==> config.mk <==
export PLATFORM = sky130hd
export DESIGN_NAME = bitmap_store_find_next_flat
export DESIGN_NICKNAME = d
export VERILOG_FILES = /design/src/rtl/bsfn_pkg.sv /design/src/rtl/bsfn_if.sv /design/src/rtl/bsfn_word_ram.sv /design/src/rtl/bitmap_store_find_next.sv /design/src/flat_wrapper.sv
export SDC_FILE = /design/constraint.sdc
export NUM_CORES = 2
export LEC_CHECK = 0
export ABC_AREA = 1
export BUFFER_PORTS_ARGS = -buffer_cell sky130_fd_sc_hd__buf_4
export CORE_UTILIZATION = 45
export DETAILED_ROUTE_END_ITERATION = 10
export SLEW_MARGIN = 20
export SYNTH_ARGS = -nofsm -noshare
export SYNTH_HDL_FRONTEND = slang
export SYNTH_SLANG_ARGS = --single-unit
==> constraint.sdc <==
create_clock -name clk_i -period 9.3 [get_ports clk_i]
set_clock_uncertainty 0.15 [all_clocks]
set_input_delay 0.93 -clock clk_i [delete_from_list [all_inputs] [get_ports clk_i]]
set_output_delay 0.93 -clock clk_i [all_outputs]
set_load 0.02 [all_outputs]
==> src/rtl/bsfn_pkg.sv <==
// shared types and constants for the bit map store with find-next
package bsfn_pkg;

  localparam int unsigned REQ_W  = 4;
  localparam int unsigned IDX_W  = 13;
  localparam int unsigned REQB_W = 13;
  localparam int unsigned POS_W  = 12;
  localparam int unsigned SIZE_W = 12;

  typedef enum logic [REQ_W-1:0] {
    REQ_TEST       = 4'd0,
    REQ_SET        = 4'd1,
    REQ_CLEAR      = 4'd2,
    REQ_SET_ALL    = 4'd3,
    REQ_CLEAR_ALL  = 4'd4,
    REQ_COMPLEMENT = 4'd5,
    REQ_FIND_SET   = 4'd6,
    REQ_FIND_ZERO  = 4'd7,
    REQ_RESIZE     = 4'd8
  } req_e;

  typedef enum logic [3:0] {
    ST_IDLE,
    ST_DECODE,
    ST_BIT,
    ST_FILL,
    ST_CMPL,
    ST_FIND,
    ST_GROW,
    ST_SIZE,
    ST_DONE
  } state_e;

endpackage

==> src/rtl/bsfn_if.sv <==
// request and response channel interfaces
interface bsfn_req_if;
  logic                                valid;
  logic                                ready;
  logic [bsfn_pkg::REQ_W-1:0]          req_type;
  logic signed [bsfn_pkg::IDX_W-1:0]   bit_index;
  logic [bsfn_pkg::REQB_W-1:0]         requested_bits;

  modport source (output valid, req_type, bit_index, requested_bits, input ready);
  modport sink   (input valid, req_type, bit_index, requested_bits, output ready);
endinterface

interface bsfn_rsp_if;
  logic                          valid;
  logic                          ready;
  logic                          bit_value;
  logic [bsfn_pkg::POS_W-1:0]    found_position;
  logic [bsfn_pkg::SIZE_W-1:0]   size_bits;

  modport source (output valid, bit_value, found_position, size_bits, input ready);
  modport sink   (input valid, bit_value, found_position, size_bits, output ready);
endinterface

==> src/rtl/bsfn_word_ram.sv <==
// word store: one write port, one read port with registered read data
module bsfn_word_ram #(
  parameter int unsigned DATA_W = 32,
  parameter int unsigned DEPTH  = 64,
  parameter int unsigned ADDR_W = 6
) (
  input  logic              clk_i,
  input  logic              we_i,
  input  logic [ADDR_W-1:0] waddr_i,
  input  logic [DATA_W-1:0] wdata_i,
  input  logic              re_i,
  input  logic [ADDR_W-1:0] raddr_i,
  output logic [DATA_W-1:0] rdata_o
);

  logic [DATA_W-1:0] mem [DEPTH];
  logic [DATA_W-1:0] rdata_q;

  always_ff @(posedge clk_i) begin
    if (we_i) begin
      mem[waddr_i] <= wdata_i;
    end
  end

  always_ff @(posedge clk_i) begin
    if (re_i) begin
      rdata_q <= mem[raddr_i];
    end
  end

  assign rdata_o = rdata_q;

endmodule

==> src/rtl/bitmap_store_find_next.sv <==
// bit map store with test/set/clear, whole-map operations, find-next and resize
// steps: accept, decode, per-kind state, done, output register; bit requests read one word
//   and set/clear write it back (not if out of range), resize zeroes newly exposed words,
//   whole-map ops sweep the live words; finds scan live_words - start word words at most
// one transaction at a time: ready returns as the result is registered
// reset clears control state and the live size; words are zeroed as a resize exposes them
module bitmap_store_find_next #(
  parameter int unsigned WORD_BITS = 32,
  parameter int unsigned MAX_WORDS = 64
) (
  input  logic         clk_i,
  input  logic         rst_ni,
  bsfn_req_if.sink     req_i,
  bsfn_rsp_if.source   rsp_o
);

  localparam int unsigned AW     = (MAX_WORDS > 1) ? $clog2(MAX_WORDS) : 1;
  localparam int unsigned PW     = $clog2(MAX_WORDS + 1);
  localparam int unsigned LB_W   = $clog2(MAX_WORDS * WORD_BITS + 1);
  localparam int unsigned OFF_W  = $clog2(WORD_BITS);
  // reciprocal divide by WORD_BITS, exact for 14-bit dividends
  localparam int unsigned DIV_N  = 14;
  localparam int unsigned DIV_L  = $clog2(WORD_BITS);
  localparam int unsigned DIV_SH = DIV_N + DIV_L;
  localparam int unsigned DIV_PW = 2 * DIV_N + 1;
  localparam int unsigned QW     = DIV_N - DIV_L + 1;
  localparam logic [DIV_N:0] RECIP =
      (DIV_N + 1)'(((64'd1 << DIV_SH) + 64'(WORD_BITS) - 64'd1) / 64'(WORD_BITS));
  localparam logic [WORD_BITS-1:0] ALL_ONES = {WORD_BITS{1'b1}};

  bsfn_pkg::state_e state_q, state_d;
  bsfn_pkg::req_e   req_q, req_d;

  logic                          neg_q, neg_d;
  logic [bsfn_pkg::POS_W-1:0]    idx_nn_q, idx_nn_d;
  logic [QW-1:0]                 quot_q, quot_d;
  logic [OFF_W-1:0]              off_q, off_d;
  logic [LB_W-1:0]               base_q, base_d;
  logic [PW-1:0]                 ptr_q, ptr_d;
  logic [PW-1:0]                 end_q, end_d;
  logic                          first_q, first_d;
  logic                          pend_bit_q, pend_bit_d;
  logic [bsfn_pkg::POS_W-1:0]    pend_found_q, pend_found_d;
  logic [PW-1:0]                 live_words_q, live_words_d;
  logic [LB_W-1:0]               live_bits_q, live_bits_d;
  logic                          out_valid_q, out_valid_d;
  logic                          out_bit_q, out_bit_d;
  logic [bsfn_pkg::POS_W-1:0]    out_found_q, out_found_d;
  logic [bsfn_pkg::SIZE_W-1:0]   out_size_q, out_size_d;

  logic                 ram_we;
  logic [AW-1:0]        ram_waddr;
  logic [WORD_BITS-1:0] ram_wdata;
  logic                 ram_re;
  logic [AW-1:0]        ram_raddr;
  logic [WORD_BITS-1:0] ram_rdata;

  logic [DIV_N-1:0]     div_in;
  logic [DIV_PW-1:0]    div_prod;
  logic                 req_fire;

  // scan word with the start offset applied, and its lowest set bit
  logic [WORD_BITS-1:0] scan_word;
  logic                 scan_hit;
  logic [OFF_W-1:0]     scan_low;

  assign req_fire = req_i.valid && req_i.ready;

  // accept-cycle divide: bit index for bit and find requests, rounded size for resize
  always_comb begin
    if (bsfn_pkg::req_e'(req_i.req_type) == bsfn_pkg::REQ_RESIZE) begin
      div_in = DIV_N'(req_i.requested_bits) + DIV_N'(WORD_BITS - 1);
    end else if (req_i.bit_index[bsfn_pkg::IDX_W-1]) begin
      div_in = '0;
    end else begin
      div_in = DIV_N'(req_i.bit_index[bsfn_pkg::POS_W-1:0]);
    end
    div_prod = DIV_PW'(div_in) * DIV_PW'(RECIP);
  end

  always_comb begin
    if (req_q == bsfn_pkg::REQ_FIND_SET) begin
      scan_word = ram_rdata;
    end else begin
      scan_word = ~ram_rdata;
    end
    if (first_q) begin
      scan_word = scan_word & (ALL_ONES << off_q);
    end
    scan_hit = |scan_word;
    scan_low = '0;
    for (int i = WORD_BITS - 1; i >= 0; i--) begin
      if (scan_word[i]) begin
        scan_low = OFF_W'(i);
      end
    end
  end

  always_comb begin
    logic [PW-1:0]  nw;
    logic [31:0]    prod;
    logic [PW-1:0]  ptr_nx;

    state_d      = state_q;
    req_d        = req_q;
    neg_d        = neg_q;
    idx_nn_d     = idx_nn_q;
    quot_d       = quot_q;
    off_d        = off_q;
    base_d       = base_q;
    ptr_d        = ptr_q;
    end_d        = end_q;
    first_d      = first_q;
    pend_bit_d   = pend_bit_q;
    pend_found_d = pend_found_q;
    live_words_d = live_words_q;
    live_bits_d  = live_bits_q;
    out_valid_d  = out_valid_q && !rsp_o.ready;
    out_bit_d    = out_bit_q;
    out_found_d  = out_found_q;
    out_size_d   = out_size_q;

    ram_we    = 1'b0;
    ram_waddr = AW'(ptr_q);
    ram_wdata = '0;
    ram_re    = 1'b0;
    ram_raddr = AW'(ptr_q);

    req_i.ready = (state_q == bsfn_pkg::ST_IDLE);

    if (32'(quot_q) > 32'(MAX_WORDS)) begin
      nw = PW'(MAX_WORDS);
    end else begin
      nw = PW'(quot_q);
    end
    prod   = 32'(quot_q) * 32'(WORD_BITS);
    ptr_nx = ptr_q + PW'(1);

    case (state_q)
      bsfn_pkg::ST_IDLE: begin
        if (req_fire) begin
          req_d  = bsfn_pkg::req_e'(req_i.req_type);
          neg_d  = req_i.bit_index[bsfn_pkg::IDX_W-1];
          if (req_i.bit_index[bsfn_pkg::IDX_W-1]) begin
            idx_nn_d = '0;
          end else begin
            idx_nn_d = req_i.bit_index[bsfn_pkg::POS_W-1:0];
          end
          quot_d  = div_prod[DIV_SH +: QW];
          state_d = bsfn_pkg::ST_DECODE;
        end
      end

      bsfn_pkg::ST_DECODE: begin
        off_d        = OFF_W'(32'(idx_nn_q) - prod);
        base_d       = LB_W'(prod);
        pend_bit_d   = 1'b0;
        pend_found_d = '0;
        first_d      = 1'b1;
        state_d      = bsfn_pkg::ST_DONE;
        case (req_q)
          bsfn_pkg::REQ_TEST, bsfn_pkg::REQ_SET, bsfn_pkg::REQ_CLEAR: begin
            if (!neg_q && 32'(idx_nn_q) < 32'(live_bits_q)) begin
              ram_re    = 1'b1;
              ram_raddr = AW'(quot_q);
              ptr_d     = PW'(quot_q);
              state_d   = bsfn_pkg::ST_BIT;
            end
          end
          bsfn_pkg::REQ_SET_ALL, bsfn_pkg::REQ_CLEAR_ALL: begin
            ptr_d = '0;
            if (live_words_q != '0) begin
              state_d = bsfn_pkg::ST_FILL;
            end
          end
          bsfn_pkg::REQ_COMPLEMENT: begin
            ptr_d = '0;
            if (live_words_q != '0) begin
              ram_re    = 1'b1;
              ram_raddr = '0;
              state_d   = bsfn_pkg::ST_CMPL;
            end
          end
          bsfn_pkg::REQ_FIND_SET, bsfn_pkg::REQ_FIND_ZERO: begin
            if (32'(idx_nn_q) < 32'(live_bits_q)) begin
              ram_re    = 1'b1;
              ram_raddr = AW'(quot_q);
              ptr_d     = PW'(quot_q);
              state_d   = bsfn_pkg::ST_FIND;
            end
          end
          bsfn_pkg::REQ_RESIZE: begin
            end_d = nw;
            ptr_d = live_words_q;
            if (nw > live_words_q) begin
              state_d = bsfn_pkg::ST_GROW;
            end else begin
              state_d = bsfn_pkg::ST_SIZE;
            end
          end
          default: begin
            state_d = bsfn_pkg::ST_DONE;
          end
        endcase
      end

      bsfn_pkg::ST_BIT: begin
        ram_waddr = AW'(ptr_q);
        case (req_q)
          bsfn_pkg::REQ_SET: begin
            ram_we    = 1'b1;
            ram_wdata = ram_rdata | (WORD_BITS'(1) << off_q);
          end
          bsfn_pkg::REQ_CLEAR: begin
            ram_we    = 1'b1;
            ram_wdata = ram_rdata & ~(WORD_BITS'(1) << off_q);
          end
          default: begin
            pend_bit_d = ram_rdata[off_q];
          end
        endcase
        state_d = bsfn_pkg::ST_DONE;
      end

      bsfn_pkg::ST_FILL: begin
        ram_we    = 1'b1;
        ram_wdata = (req_q == bsfn_pkg::REQ_SET_ALL) ? ALL_ONES : '0;
        ptr_d     = ptr_nx;
        if (ptr_nx == live_words_q) begin
          state_d = bsfn_pkg::ST_DONE;
        end
      end

      bsfn_pkg::ST_CMPL: begin
        // write word ptr while reading word ptr + 1
        ram_we    = 1'b1;
        ram_wdata = ~ram_rdata;
        ptr_d     = ptr_nx;
        if (ptr_nx == live_words_q) begin
          state_d = bsfn_pkg::ST_DONE;
        end else begin
          ram_re    = 1'b1;
          ram_raddr = AW'(ptr_nx);
        end
      end

      bsfn_pkg::ST_FIND: begin
        first_d = 1'b0;
        if (scan_hit) begin
          pend_found_d = bsfn_pkg::POS_W'(32'(base_q) + 32'(scan_low) + 32'd1);
          state_d      = bsfn_pkg::ST_DONE;
        end else if (ptr_nx == live_words_q) begin
          state_d = bsfn_pkg::ST_DONE;
        end else begin
          ram_re    = 1'b1;
          ram_raddr = AW'(ptr_nx);
          ptr_d     = ptr_nx;
          base_d    = base_q + LB_W'(WORD_BITS);
        end
      end

      bsfn_pkg::ST_GROW: begin
        ram_we    = 1'b1;
        ram_wdata = '0;
        ptr_d     = ptr_nx;
        if (ptr_nx == end_q) begin
          state_d = bsfn_pkg::ST_SIZE;
        end
      end

      bsfn_pkg::ST_SIZE: begin
        live_words_d = end_q;
        live_bits_d  = LB_W'(32'(end_q) * 32'(WORD_BITS));
        state_d      = bsfn_pkg::ST_DONE;
      end

      bsfn_pkg::ST_DONE: begin
        if (!out_valid_q || rsp_o.ready) begin
          out_valid_d = 1'b1;
          out_bit_d   = pend_bit_q;
          out_found_d = pend_found_q;
          out_size_d  = bsfn_pkg::SIZE_W'(live_bits_q);
          state_d     = bsfn_pkg::ST_IDLE;
        end
      end

      default: begin
        state_d = bsfn_pkg::ST_IDLE;
      end
    endcase
  end

  always_ff @(posedge clk_i or negedge rst_ni) begin
    if (!rst_ni) begin
      state_q      <= bsfn_pkg::ST_IDLE;
      live_words_q <= '0;
      live_bits_q  <= '0;
      out_valid_q  <= 1'b0;
    end else begin
      state_q      <= state_d;
      live_words_q <= live_words_d;
      live_bits_q  <= live_bits_d;
      out_valid_q  <= out_valid_d;
    end
  end

  always_ff @(posedge clk_i) begin
    req_q        <= req_d;
    neg_q        <= neg_d;
    idx_nn_q     <= idx_nn_d;
    quot_q       <= quot_d;
    off_q        <= off_d;
    base_q       <= base_d;
    ptr_q        <= ptr_d;
    end_q        <= end_d;
    first_q      <= first_d;
    pend_bit_q   <= pend_bit_d;
    pend_found_q <= pend_found_d;
    out_bit_q    <= out_bit_d;
    out_found_q  <= out_found_d;
    out_size_q   <= out_size_d;
  end

  bsfn_word_ram #(
    .DATA_W (WORD_BITS),
    .DEPTH  (MAX_WORDS),
    .ADDR_W (AW)
  ) u_word_ram (
    .clk_i   (clk_i),
    .we_i    (ram_we),
    .waddr_i (ram_waddr),
    .wdata_i (ram_wdata),
    .re_i    (ram_re),
    .raddr_i (ram_raddr),
    .rdata_o (ram_rdata)
  );

  assign rsp_o.valid          = out_valid_q;
  assign rsp_o.bit_value      = out_bit_q;
  assign rsp_o.found_position = out_found_q;
  assign rsp_o.size_bits      = out_size_q;

  a_live_words_max : assert property (@(posedge clk_i) disable iff (!rst_ni)
    32'(live_words_q) <= 32'(MAX_WORDS))
    else $error("live word count above capacity");

  a_live_bits_match : assert property (@(posedge clk_i) disable iff (!rst_ni)
    (state_q == bsfn_pkg::ST_IDLE) |->
      32'(live_bits_q) == 32'(live_words_q) * 32'(WORD_BITS))
    else $error("live bit count out of step with live word count");

  a_write_states : assert property (@(posedge clk_i) disable iff (!rst_ni)
    ram_we |-> (state_q == bsfn_pkg::ST_BIT || state_q == bsfn_pkg::ST_FILL ||
                state_q == bsfn_pkg::ST_CMPL || state_q == bsfn_pkg::ST_GROW))
    else $error("word write outside a write state");

  a_size_change : assert property (@(posedge clk_i) disable iff (!rst_ni)
    !$stable(live_words_q) |-> $past(state_q == bsfn_pkg::ST_SIZE))
    else $error("live size changed outside resize");

  a_accept_decode : assert property (@(posedge clk_i) disable iff (!rst_ni)
    req_fire |=> (state_q == bsfn_pkg::ST_DECODE))
    else $error("accepted transaction not decoded");

endmodule
==> src/flat_wrapper.sv <==
// flat-port wrapper written by rule: the top's interface ports become plain ports
module bitmap_store_find_next_flat 
#(
  parameter int unsigned WORD_BITS = 32,
  parameter int unsigned MAX_WORDS = 64
)
  (clk_i, rst_ni, req_i_valid, req_i_req_type, req_i_bit_index, req_i_requested_bits, req_i_ready, rsp_o_valid, rsp_o_bit_value, rsp_o_found_position, rsp_o_size_bits, rsp_o_ready);
  bsfn_req_if req_i_i ();
  bsfn_rsp_if rsp_o_i ();
  input  logic clk_i;
  input  logic rst_ni;
  input wire logic [$bits(req_i_i.valid)-1:0] req_i_valid;
  input wire logic [$bits(req_i_i.req_type)-1:0] req_i_req_type;
  input wire logic [$bits(req_i_i.bit_index)-1:0] req_i_bit_index;
  input wire logic [$bits(req_i_i.requested_bits)-1:0] req_i_requested_bits;
  output wire logic [$bits(req_i_i.ready)-1:0] req_i_ready;
  output wire logic [$bits(rsp_o_i.valid)-1:0] rsp_o_valid;
  output wire logic [$bits(rsp_o_i.bit_value)-1:0] rsp_o_bit_value;
  output wire logic [$bits(rsp_o_i.found_position)-1:0] rsp_o_found_position;
  output wire logic [$bits(rsp_o_i.size_bits)-1:0] rsp_o_size_bits;
  input wire logic [$bits(rsp_o_i.ready)-1:0] rsp_o_ready;
  assign req_i_i.valid = req_i_valid;
  assign req_i_i.req_type = req_i_req_type;
  assign req_i_i.bit_index = req_i_bit_index;
  assign req_i_i.requested_bits = req_i_requested_bits;
  assign req_i_ready = req_i_i.ready;
  assign rsp_o_valid = rsp_o_i.valid;
  assign rsp_o_bit_value = rsp_o_i.bit_value;
  assign rsp_o_found_position = rsp_o_i.found_position;
  assign rsp_o_size_bits = rsp_o_i.size_bits;
  assign rsp_o_i.ready = rsp_o_ready;
  bitmap_store_find_next #(.WORD_BITS(WORD_BITS), .MAX_WORDS(MAX_WORDS)) u_core (.clk_i(clk_i), .rst_ni(rst_ni), .req_i(req_i_i), .rsp_o(rsp_o_i));
endmodule
==> metrics.yaml <==
r2r-end: "u_core.u_word_ram.rdata_o[30]"
fin_crit_sh: 0.821
io_pins: 61
final_area_sq_mm: 0.101
final_layout_size_suffix_gt1_frac: 0.0943
grt_pass1_wl_mm: 418
end_kind: "flip-flop"
min_path_type: "in -> reg"
tightest_slew_ns: 1.14
layout_setup_ws_ns: 1.67
drtIter0Drc: 8740
wl_met1_mm: 117
grt_pass1_vias: 58600
p_clk_frac: 0.256
die_y_um: 450
cap_violations: 0
synth_area_leader_cell: "edfxtp_1"
cts_tree: "done"
track_usage: 0.281
ant_nets: 0
fin_nets: 7054
vias_per_cell: 6.41
clockBufferDepth: 3
fillers: 17000
grt_setup_unrepaired: "no"
cpPeakStageDelay_ns: 0.71
fmaxAchievable_ghz: 0.131
crit_path_end: "u_core.u_word_ram.rdata_o[30]"
async_flop_share: 0.00551
wirelength_mm: 292
synth_most_common_cell: "edfxtp_1"
highest_layer: "met5"
synth_edf_count: 2166
cp-start-kind: "flip-flop"
dr_wl_met3_mm: 31.2
die-width_um: 450
ys.flop_type: "edfxtp_1"
crit_required_ns: 9.88
power_frac_seq: 0.350
arrival_ns: 8.21
crit_path_max_fanout: 66
gp_congestion: 0.910
path_clk_slew_ns: 0.06
num_rows: 164
dr_wl_met2_mm: 132
outcome: "completed"
p_int_uw: 19400
clkLatencyLatePin_ns: 0.89
combPwrFrac: 0.394
clock-sinks: 2178
setup_violations: 0
p_total_uw: 32900
finalHoldViolCount: 0
wl_per_cell_um: 29.7
maxSlewHeadroom: 0.235
io_buffers: 55
r2r_start: "u_core.off_q[4]"
syn_area_sq_mm: 0.0904
cts_post_setup_buffers_inserted: 0
grt_max_degree: 195
min_period_ns: 7.63
r2r_setup_slack_ns: 1.67
ys_seq_area_frac: 0.723
holdBufCountCts: 1
start_util: 0.453
synth.ff_latch_count: 2178
place_hpwl_mm: 151
root_buffer: "clkbuf_16"
synthDistinctLibCells: 58
crit_start: "u_core.off_q[4]"
cts.repair.resized: 0
finalMaxSlewViolations: 0
p_sw_uw: 13500
first_pass_iters: 6
synth_top_area_frac: 0.720
crit_path_top_delay_cell: "buf_4"
netlist_top_cells_area: "edfxtp_1, a21oi_1, o21ai_0, nand3_1, nand2_1"
switching_share: 0.411
syn2layout_area_growth_pct: 12.0
syn_inst: 7112
finalSetupTns_ns: 0
p_leak_uw: 0.0307
core_area_sq_mm: 0.200
path_common_cell: "nand2_1"
power_density_mw_per_mm2: 325
cts_max_level: 4
place_ws_ns: 1.84
die-area_sq_mm: 0.203
cts_buffers: 216
worst-r2r-cell-count: 25
synth_common_cells: "edfxtp_1, a21oi_1, nand2_1"
irDropWorstVdd_mv: 0.506
ys_warn_count: 0
drc_errors: 0
num_vias: 63000
worstSetupPathType: "reg -> reg"
dpl_cell_area_sq_mm: 0.0945
syn_avg_cell_area_sq_um: 12.7
antenna_found_initial: 6
overflow: 0
## metal layers
layer,vias to the layer above,GRT usage
li1,27100,-
met1,31800,0.394
met2,3625,0.427
met3,500,0.0563
met4,2,0.117
met5,-,0
## cell usage in the layout (no fill, tap or decap), types with 112 or more instances in the layout
cell type and count:
edfxtp_1 2166, o22ai_1 112, o21ai_0 671, inv_1 141, o311ai_1 184, nand3_1 670, nand2_1 774, o221ai_1 212
a21oi_1 1100, clkbuf_16 220, nor2_1 141, buf_4 233
## cell families (layout without fill, tap and decap cells)
group	Yosys count	count (layout)	synth area share
compound gates	2424	2424	0.155
xor+xnor	20	20	0.00202
fa+ha+maj	16	16	0.00221
buf+inv	752	818	0.0348
flops	2178	2178	0.723
other cells	1	6	0.0000415
simple gates	1721	1721	0.0829
## flip-flops by register name, summed over array words and instances (netlist names), 4 cells and up
register and cells:
u_core.u_word_ram.mem 2048, u_core.u_word_ram.rdata_o 32, u_core.idx_nn_q 12, u_core.pend_found_q 12, u_core.rsp_o.found_position 12, u_core.quot_q 9, u_core.base_q 7, u_core.end_q 7
u_core.live_words_q 7, u_core.ptr_q 7, u_core.rsp_o.size_bits 7, u_core.off_q 5, u_core.req_q 4, u_core.state_q 4
## critical path, delay by kind of cell (launching register included)
kind                   cells  cell delay (ns)
AO/OA/AOI/OAI              5             1.40
buffers and inverters      6             2.57
flip-flops                 1             0.33
AND/OR/NAND/NOR           14             3.02
## worst min path at each step
| stage | cells past startpoint | start | slack, ns | to |
|---|---|---|---|---|
| floorplan | 0 | u_core.idx_nn_q[0] | 0.25 | u_core.off_q[0] |
| global placement | 0 | u_core.pend_found_q[1] | 0.26 | u_core.rsp_o.found_position[1] |
| detailed placement | 0 | u_core.pend_found_q[0] | 0.25 | u_core.rsp_o.found_position[0] |
| CTS | 1 | req_i_req_type[2] | 0.05 | u_core.req_q[2] |
| global route | 1 | req_i_req_type[2] | 0.07 | u_core.req_q[2] |
| finish | 1 | req_i_req_type[3] | 0.11 | u_core.req_q[3] |
## layout make-up
| class | instances | area (sq um) | share of cell area |
|---|---|---|---|
| Sequential cell | 2178 | 65300 | 0.645 |
| Clock buffer | 275 | 5710 | 0.0564 |
| Tap cell | 2656 | 3320 | 0.0328 |
| Timing Repair Buffer | 267 | 2430 | 0.0240 |
| Multi-Input combinational cell | 4186 | 22800 | 0.225 |
| Antenna cell | 1 | 2.50 | 0.0000247 |
| Inverter | 155 | 604 | 0.00597 |
| Clock inverter | 121 | 1030 | 0.0101 |
## power by group through the flow
| stage | Combinational (uW) | Clock (uW) | Sequential, uW |
|---|---|---|---|
| after detailed placement | 12700 | 0 | 11700 |
| final | 13000 | 8440 | 11500 |
| after floorplan | 8050 | 0 | 11600 |
| after global placement | 12600 | 0 | 11700 |
| after global routing | 13900 | 8880 | 11500 |
| after CTS | 12800 | 8520 | 11500 |
## per-stage QoR
stage,hold WS [ns],instances,utilization
after floorplan,0.250,7116,-
after global placement,0.257,9439,0.473
after detailed placement,0.255,9440,0.473
after CTS,0.0475,9837,0.507
after global routing,0.0722,9839,0.507
final,0.111,9839,0.507
Note: power is estimated with default switching activity, not from simulation.
